[src/rtl/core/sia_pkg.sv]
// Shared constants and controller/datapath interface types for the decimal text converter.
package sia_pkg;

    localparam int INPUT_BITS = 32;
    localparam int NDIG       = (INPUT_BITS * 1233) / 4096 + 1;
    localparam int BCD_W      = 4 * NDIG;
    localparam int CNT_W      = $clog2(INPUT_BITS);
    localparam int DCNT_W     = $clog2(NDIG + 1);

    localparam logic [7:0] CHAR_MINUS = 8'd45;
    localparam logic [7:0] CHAR_ZERO  = 8'd48;
    localparam logic [3:0] BCD_ADJ_MIN = 4'd5;
    localparam logic [3:0] BCD_ADJ     = 4'd3;

    typedef struct packed {
        logic load;
        logic conv;
        logic shift;
    } t_cmd;

    typedef struct packed {
        logic negative;
        logic top_zero;
    } t_sts;

endpackage

[src/rtl/core/sia_datapath.sv]
// Datapath: magnitude load, shift-add-3 binary to BCD conversion, digit output.
module sia_datapath
    import sia_pkg::*;
(
    input  logic                         i_clk,
    input  logic signed [INPUT_BITS-1:0] i_value,
    input  t_cmd                         i_cmd,
    input  logic                         i_sel_minus,
    output t_sts                         o_sts,
    output logic [7:0]                   o_character
);

    logic [INPUT_BITS-1:0] r_bin, n_bin;
    logic [BCD_W-1:0]      r_bcd, n_bcd;
    logic                  r_neg, n_neg;
    logic [BCD_W-1:0]      adj;
    logic [3:0]            top;

    always_comb begin
        for (int d = 0; d < NDIG; d++) begin
            if (r_bcd[4*d +: 4] >= BCD_ADJ_MIN) begin
                adj[4*d +: 4] = r_bcd[4*d +: 4] + BCD_ADJ;
            end else begin
                adj[4*d +: 4] = r_bcd[4*d +: 4];
            end
        end
    end

    always_comb begin
        n_bin = r_bin;
        n_bcd = r_bcd;
        n_neg = r_neg;
        if (i_cmd.load) begin
            n_neg = i_value[INPUT_BITS-1];
            n_bin = i_value[INPUT_BITS-1] ? (~i_value + 1'b1) : i_value;
            n_bcd = '0;
        end else if (i_cmd.conv) begin
            n_bcd = {adj[BCD_W-2:0], r_bin[INPUT_BITS-1]};
            n_bin = {r_bin[INPUT_BITS-2:0], 1'b0};
        end else if (i_cmd.shift) begin
            n_bcd = {r_bcd[BCD_W-5:0], 4'd0};
        end
    end

    always_ff @(posedge i_clk) begin
        r_bin <= n_bin;
        r_bcd <= n_bcd;
        r_neg <= n_neg;
    end

    assign top            = r_bcd[BCD_W-1 -: 4];
    assign o_sts.negative = r_neg;
    assign o_sts.top_zero = (top == 4'd0);
    assign o_character    = i_sel_minus ? CHAR_MINUS : (CHAR_ZERO + {4'd0, top});

endmodule

[src/rtl/core/sia_ctrl.sv]
// Controller: sequences load, conversion steps, sign, leading-zero skip and digit output.
module sia_ctrl
    import sia_pkg::*;
(
    input  logic i_clk,
    input  logic i_rst_n,
    input  logic i_start,
    input  t_sts i_sts,
    output logic o_busy,
    output t_cmd o_cmd,
    output logic o_sel_minus,
    output logic o_strobe,
    output logic o_last
);

    localparam logic [2:0] S_IDLE = 3'd0;
    localparam logic [2:0] S_CONV = 3'd1;
    localparam logic [2:0] S_SIGN = 3'd2;
    localparam logic [2:0] S_SKIP = 3'd3;
    localparam logic [2:0] S_EMIT = 3'd4;

    logic [2:0]        r_state, n_state;
    logic [CNT_W-1:0]  r_bitcnt, n_bitcnt;
    logic [DCNT_W-1:0] r_dcnt, n_dcnt;

    always_comb begin
        n_state     = r_state;
        n_bitcnt    = r_bitcnt;
        n_dcnt      = r_dcnt;
        o_cmd       = '0;
        o_sel_minus = 1'b0;
        o_strobe    = 1'b0;
        o_last      = 1'b0;
        case (r_state)
            S_IDLE: begin
                if (i_start) begin
                    o_cmd.load = 1'b1;
                    n_bitcnt   = '0;
                    n_state    = S_CONV;
                end
            end
            S_CONV: begin
                o_cmd.conv = 1'b1;
                n_bitcnt   = r_bitcnt + 1'b1;
                if (r_bitcnt == CNT_W'(INPUT_BITS - 1)) begin
                    n_dcnt  = DCNT_W'(NDIG);
                    n_state = i_sts.negative ? S_SIGN : S_SKIP;
                end
            end
            S_SIGN: begin
                o_strobe    = 1'b1;
                o_sel_minus = 1'b1;
                n_state     = S_SKIP;
            end
            S_SKIP: begin
                if (i_sts.top_zero && (r_dcnt > DCNT_W'(1))) begin
                    o_cmd.shift = 1'b1;
                    n_dcnt      = r_dcnt - 1'b1;
                end else begin
                    n_state = S_EMIT;
                end
            end
            S_EMIT: begin
                o_strobe    = 1'b1;
                o_last      = (r_dcnt == DCNT_W'(1));
                o_cmd.shift = 1'b1;
                n_dcnt      = r_dcnt - 1'b1;
                if (r_dcnt == DCNT_W'(1)) begin
                    n_state = S_IDLE;
                end
            end
            default: begin
                n_state = S_IDLE;
            end
        endcase
    end

    always_ff @(posedge i_clk) begin
        if (!i_rst_n) begin
            r_state  <= S_IDLE;
            r_bitcnt <= '0;
            r_dcnt   <= '0;
        end else begin
            r_state  <= n_state;
            r_bitcnt <= n_bitcnt;
            r_dcnt   <= n_dcnt;
        end
    end

    assign o_busy = (r_state != S_IDLE);

endmodule

[src/rtl/core/signed_int_to_decimal_ascii.sv]
// Top level: signed integer to decimal ASCII character stream.
// An item is taken when start is high while busy is low. After 32 shift-add-3
// steps in the BCD datapath, the controller gives a '-' for negative values,
// drops leading zeros one BCD digit position per cycle and then puts out one
// digit per cycle on o_character with o_strobe high, o_last marking the final
// digit. Each result is valid for exactly one cycle and cannot be held off.
// An item keeps the block busy through its 32 conversion steps, the leading-zero
// skip and the digit output over the 10 BCD digit positions, and the sign for a
// negative value; start may be raised again in the cycle busy falls.
module signed_int_to_decimal_ascii
    import sia_pkg::*;
(
    input  logic                         i_clk,
    input  logic                         i_rst_n,
    input  logic                         start,
    output logic                         busy,
    input  logic signed [INPUT_BITS-1:0] i_value,
    output logic                         o_strobe,
    output logic [7:0]                   o_character,
    output logic                         o_last
);

    t_cmd cmd;
    t_sts sts;
    logic sel_minus;

    sia_ctrl u_ctrl (
        .i_clk       (i_clk),
        .i_rst_n     (i_rst_n),
        .i_start     (start),
        .i_sts       (sts),
        .o_busy      (busy),
        .o_cmd       (cmd),
        .o_sel_minus (sel_minus),
        .o_strobe    (o_strobe),
        .o_last      (o_last)
    );

    sia_datapath u_dp (
        .i_clk       (i_clk),
        .i_value     (i_value),
        .i_cmd       (cmd),
        .i_sel_minus (sel_minus),
        .o_sts       (sts),
        .o_character (o_character)
    );

endmodule

[config.mk]
export PLATFORM = sky130hd
export DESIGN_NAME = signed_int_to_decimal_ascii
export DESIGN_NICKNAME = d
export VERILOG_FILES = /design/src/rtl/core/sia_pkg.sv /design/src/rtl/core/sia_datapath.sv /design/src/rtl/core/sia_ctrl.sv /design/src/rtl/core/signed_int_to_decimal_ascii.sv
export SDC_FILE = /design/constraint.sdc
export NUM_CORES = 1
export LEC_CHECK = 0
export ABC_AREA = 1
export BUFFER_PORTS_ARGS = -buffer_cell sky130_fd_sc_hd__buf_2
export CAP_MARGIN = 20
export CORE_MARGIN = 2
export CORE_UTILIZATION = 60
export CTS_BUF_LIST = sky130_fd_sc_hd__clkbuf_4 sky130_fd_sc_hd__clkbuf_8
export DETAILED_ROUTE_END_ITERATION = 10
export GPL_ROUTABILITY_DRIVEN = 0
export GPL_TIMING_DRIVEN = 0
export PLACE_DENSITY = 0.8
export SLEW_MARGIN = 10
export SYNTH_ARGS = -nofsm -noshare
export SYNTH_HDL_FRONTEND = slang
export SYNTH_SLANG_ARGS = --single-unit
export TNS_END_PERCENT = 20
[constraint.sdc]
create_clock -name i_clk -period 2.8 [get_ports i_clk]
set_clock_uncertainty 0.2 [all_clocks]
set_input_delay 0.56 -clock i_clk [delete_from_list [all_inputs] [get_ports i_clk]]
set_output_delay 0.56 -clock i_clk [all_outputs]
set_load 0.05 [all_outputs]
-- After elaboration in Yosys (flattened, before gate mapping)
Cells that the tools add are included.
W data, S select, Z words.
- add/subtract/negate cells: 14
- order comparisons: 11
- eq/ne operators: 11
- muxes and demuxes: 35
- bitwise logic cells: 1
- reductions and logical operators: 12
- operators by type and width (operator ; number):
    $mux W32 ; 3
    $mux W40 ; 2
    $mux W4 ; 11
    $ge A4 B3 Y1 const B ; 10
    $add A4 B2 Y4 const B ; 9
    $add A32 B1 Y32 const B ; 1
    $not A32 Y32 ; 1
    $mux W3 ; 5
    $pmux W3 S5 ; 1
    $pmux W4 S3 ; 1
    $pmux W5 S2 ; 1
    $mux W1 ; 8
    $mux W8 ; 1
    $add A6 B4 Y7 const A ; 1
    $eq A3 B2 Y1 const B ; 2
    $ne A2 B1 Y1 const B ; 3
    $reduce_bool A2 Y1 ; 3
    $reduce_bool A3 Y1 ; 2
    $add A5 B1 Y5 const B ; 1
    $eq A5 B5 Y1 const B ; 1
    $mux W5 ; 1
    $eq A4 B1 Y1 const B ; 1
    $gt A4 B1 Y1 const B ; 1
    $logic_not A4 Y1 ; 1
    12 further kinds ; 13
- register bits after elaboration: 85
- input port bits: 35
- output and inout port bits: 11
- logic and storage cells: 90

-- Logic depth before layout (Yosys ltp)
- depth after elaboration: 6
- mapped depth: 11
- mapped depth without buffers: 11

-- By module
Synthesis repeated with hierarchy kept, for this count alone.
- cells, all modules: 800
- area total of the unflattened synthesis: 5758.0 um2
- modules (own cells, without submodules) (module ; times used ; cells each ; area each (um2) ; sequential area each (um2)):
    sia_datapath ; 1 ; 680 ; 5002.3 ; 1791.7
    sia_ctrl ; 1 ; 120 ; 755.7 ; 240.2

-- Worst setup path before layout
No wires, ideal clock.
- path kind: reg-to-output
- from: reg u_ctrl.r_state[2]
- to: out o_character[0]
- arrival time: 1.528 ns
- required time: 2.040 ns
- slack: 0.512 ns
- stages on the path, launching flop included: 4
- buffers on the path: 0
- path through: dfxtp_1 inv_1 nand3_1 nand2_1
- word-level cells in the longest chain between the ends: 3
- RTL lines (element ; RTL line ; text):
    start: declaration ; sia_ctrl.sv:22 ; logic [2:0] r_state, n_state;
    start signal: assignment ; sia_ctrl.sv:84 ; r_state <= n_state;
    $eq A3 B2 Y1 ; sia_ctrl.sv:34 ; case (r_state)
    $mux W1 ; sia_ctrl.sv:34 ;
    $mux W8 ; sia_datapath.sv:54 ; assign o_character = i_sel_minus ? CHAR_MINUS : (CHAR_ZERO + {4'd0, top});
    end: declaration ; signed_int_to_decimal_ascii.sv:19 ; output logic [7:0] o_character,
No other way between the ends.

-- Worst setup path after layout
- from: reg u_ctrl.r_state[1]
- to: reg u_dp.r_bin[10], enable pin
- word-level cells in the longest chain between the ends: 3
- elaborated cells on any way between the ends: 5
- those cells by class: eq/ne: 1; mux: 2; reduce/logical: 2
- RTL lines (element ; RTL line ; text):
    $eq A3 B1 Y1 or $logic_not A3 Y1 (tied branches) ; sia_ctrl.sv:34 ;
    $mux W1 ; sia_ctrl.sv:34 ;
    $reduce_bool A2 Y1 (no line) * ; - ;
    end signal: assignment ; sia_datapath.sv:46 ; r_bin <= n_bin;
    end: declaration ; sia_datapath.sv:13 ; logic [INPUT_BITS-1:0] r_bin, n_bin;
Mark *: on every way between the ends. The rest lies on a longest branch, timed or not.
A chain may end at the register's enable or synchronous reset.

==> impl_metrics.ini <==
[detailed_routing]
wire_per_inst_um = 14.3
drt_pass1_iterations = 6
routed_wl_um = 14700
via_per_inst = 5.63
vias = 5802
initialDrtViolationCount = 340
ant_nets = 0
drc_errors = 0

[worst_setup_path]
crit_path_cell_trace = nor2_1, nand3_1, inv_2, nor2_1, inv_1, buf_16
startpoint_type = register
worstRegToRegCells = 6
worst_path_max_delay_cell = inv_1
cpMostUsedCell = nor2_1
path_class = register to register
slowest_delay_ns = 0.43
arrival_ns = 2.48
worst-path-max-fanout = 22
critPathCaptureType = register
cp.required_ns = 2.67

[logic_synthesis]
synth_area_um2 = 5710
yosysSeqAreaShare = 0.356
synth_cell_types = 36
yosys_warnings = 0
syn_inst = 841
synth-edff-count = 33
ys_ff_latch = 85
synth-async-reset-ratio = 0
syn_avg_cell_area_um2 = 6.79
synth_ff_type = dfxtp_1

[clocking]
clk_latency_ns = 0.37
clkSlewWorstSetupHoldPaths_ns = 0.09
cts-resized-gates = 0
cts_tree = yes
root_buffer = clkbuf_8
cts_buffers = 9
clkSinkCount = 85
h-tree-depth = 3
cts_setup_buffers = 0
cts_hold_buf = 0
clock_tree.buffer_depth = 2

[sta]
fin_crit_ns = 2.61
relSlewSlack = 0.601
slew_violations = 0
max_freq_mhz = 383
finalCritPeriodShare = 0.932
worst_pin_slew_ns = 0.599
setup_tns_ns = 0
grt_setup_unrepaired = no
hold_viol = 0
setup_viol = 0
holdWs_ns = 0.272

[placed_design]
dp.cells = 1014
port-buffer-count = 42
dp_hpwl_um = 10900

[power]
powerDensity_nw_per_um2 = 918
power_mw = 5.79
clock_power_share = 0.151
ir_drop_mv = 0.403
p_comb_frac = 0.475
internal_power_mw = 3.21
p_leak_nw = 2.91
swShare = 0.446
seqPwrFrac = 0.374
power.switching_mw = 2.58

[die]
core_um2 = 9240
die_y_um = 102
die_area_um2 = 10300
die_x_um = 102
io_pins = 46
initial_core_util = 0.618
core.rowCount = 35

[min_path]
holdPathStages = 2
hp-class = register to register

[final_layout]
nNetsFinal = 957
nFillCells = 832
drive_gt1_frac = 0.111
mostFrequentLayoutCells = nand2_1, nor2_1, inv_1
flow.area_growth_from_synthesis_pct = 10.4
num_antenna_cells = 0
final_cells = 1030
final_common_cell = nand2_1

[global_routing]
grt_max_degree = 23
overflow = 0
grt_pass1_vias = 5412
grt.busiest_layer = met2
grtUsageMet1 = 0.375
grt_usage = 0.300
use_met3 = 0.0476
antenna_found_initial = 0
grtUsageMet2 = 0.510
grt_first_pass_wirelength_um = 24400

[run]
drv_cap = 0

[run_status]
status = finished, final reports clean
-- worst max-delay path: cells and delay by family, from the launching register on --
kind          cells  cell delay, ns
buf+inv           3            0.97
simple gates      3            0.77
flops             1            0.35
-- synthesized netlist by cell type (13+ instances only) --
master / number / area share
dfxtp_1: 52 / 0.18
inv_1: 93 / 0.061
o21ai_1: 22 / 0.019
o21ai_0: 85 / 0.074
nor2_1: 99 / 0.065
ha_1: 26 / 0.057
xor2_1: 13 / 0.020
a21oi_1: 48 / 0.042
nand3_1: 69 / 0.060
buf_2: 13 / 0.011
nand2_1: 212 / 0.14
edfxtp_1: 33 / 0.17
-- routing by layer --
| metal | part of all wire | vias to the layer above |
|---|---|---|
| li1 | - | 2860 |
| met1 | 0.43 | 2651 |
| met2 | 0.46 | 241 |
| met3 | 0.071 | 50 |
| met4 | 0.033 | 0 |
| met5 | 0 | - |
-- final timing paths --
check	startpoint	end	slack, ns
worst min-delay path	u_ctrl.r_bitcnt[4]	u_ctrl.r_bitcnt[4]	0.27
worst max register to register	u_ctrl.r_state[1]	u_dp.r_bin[10]	0.19
worst max-delay path	u_ctrl.r_state[1]	u_dp.r_bin[10]	0.19
worst min register to register	u_ctrl.r_bitcnt[4]	u_ctrl.r_bitcnt[4]	0.27
-- cell type report --
type                       count  area (um2)  share of cell area
sequential                    85        2030               0.322
inverter                      98         370              0.0587
tap                          129         161              0.0256
multi-input combinational    628        3130               0.496
clock inverter                 5        52.6             0.00833
buffer                        31         189              0.0300
timing repair buffer          43         238              0.0377
clock buffer                  11         139              0.0220
-- power by group through the flow --
stage,combinational [mW],clock [mW],sequential [mW]
final,2.75,0.873,2.17
after global routing,3.11,0.929,2.21
after CTS,2.72,0.878,2.15
after detailed placement,2.70,0,2.17
after global placement,2.54,0,2.16
after floorplan,2.06,0,2.08
-- cells by family after synthesis --
| kind of cell | after synthesis | synth area share |
|---|---|---|
| AOI/OAI and AO/OA | 172 | 0.157 |
| adders and majority gates | 26 | 0.0569 |
| buffers and inverters | 129 | 0.0979 |
| other | 2 | 0.00131 |
| and+or+nand+nor | 408 | 0.302 |
| xor gates and xnor gates | 19 | 0.0291 |
| DFF | 85 | 0.356 |
-- stage by stage --
step	setup WS [ns]	area, um2	utilization
after detailed placement	0.218	6120	0.662
after floorplan	0.512	5720	-
after global routing	0.0472	6310	0.683
final	0.189	6310	0.683
after global placement	-0.0970	6090	0.659
after CTS	0.218	6310	0.683
-- flip-flops by register name, summed over array words and instances (netlist names) --
name and count:
u_dp.r_bin 32, u_dp.r_neg 1, u_ctrl.r_bitcnt 5, u_ctrl.r_dcnt 4
u_ctrl.r_state 3, u_dp.r_bcd 40
(Power assumes the default switching activity.)
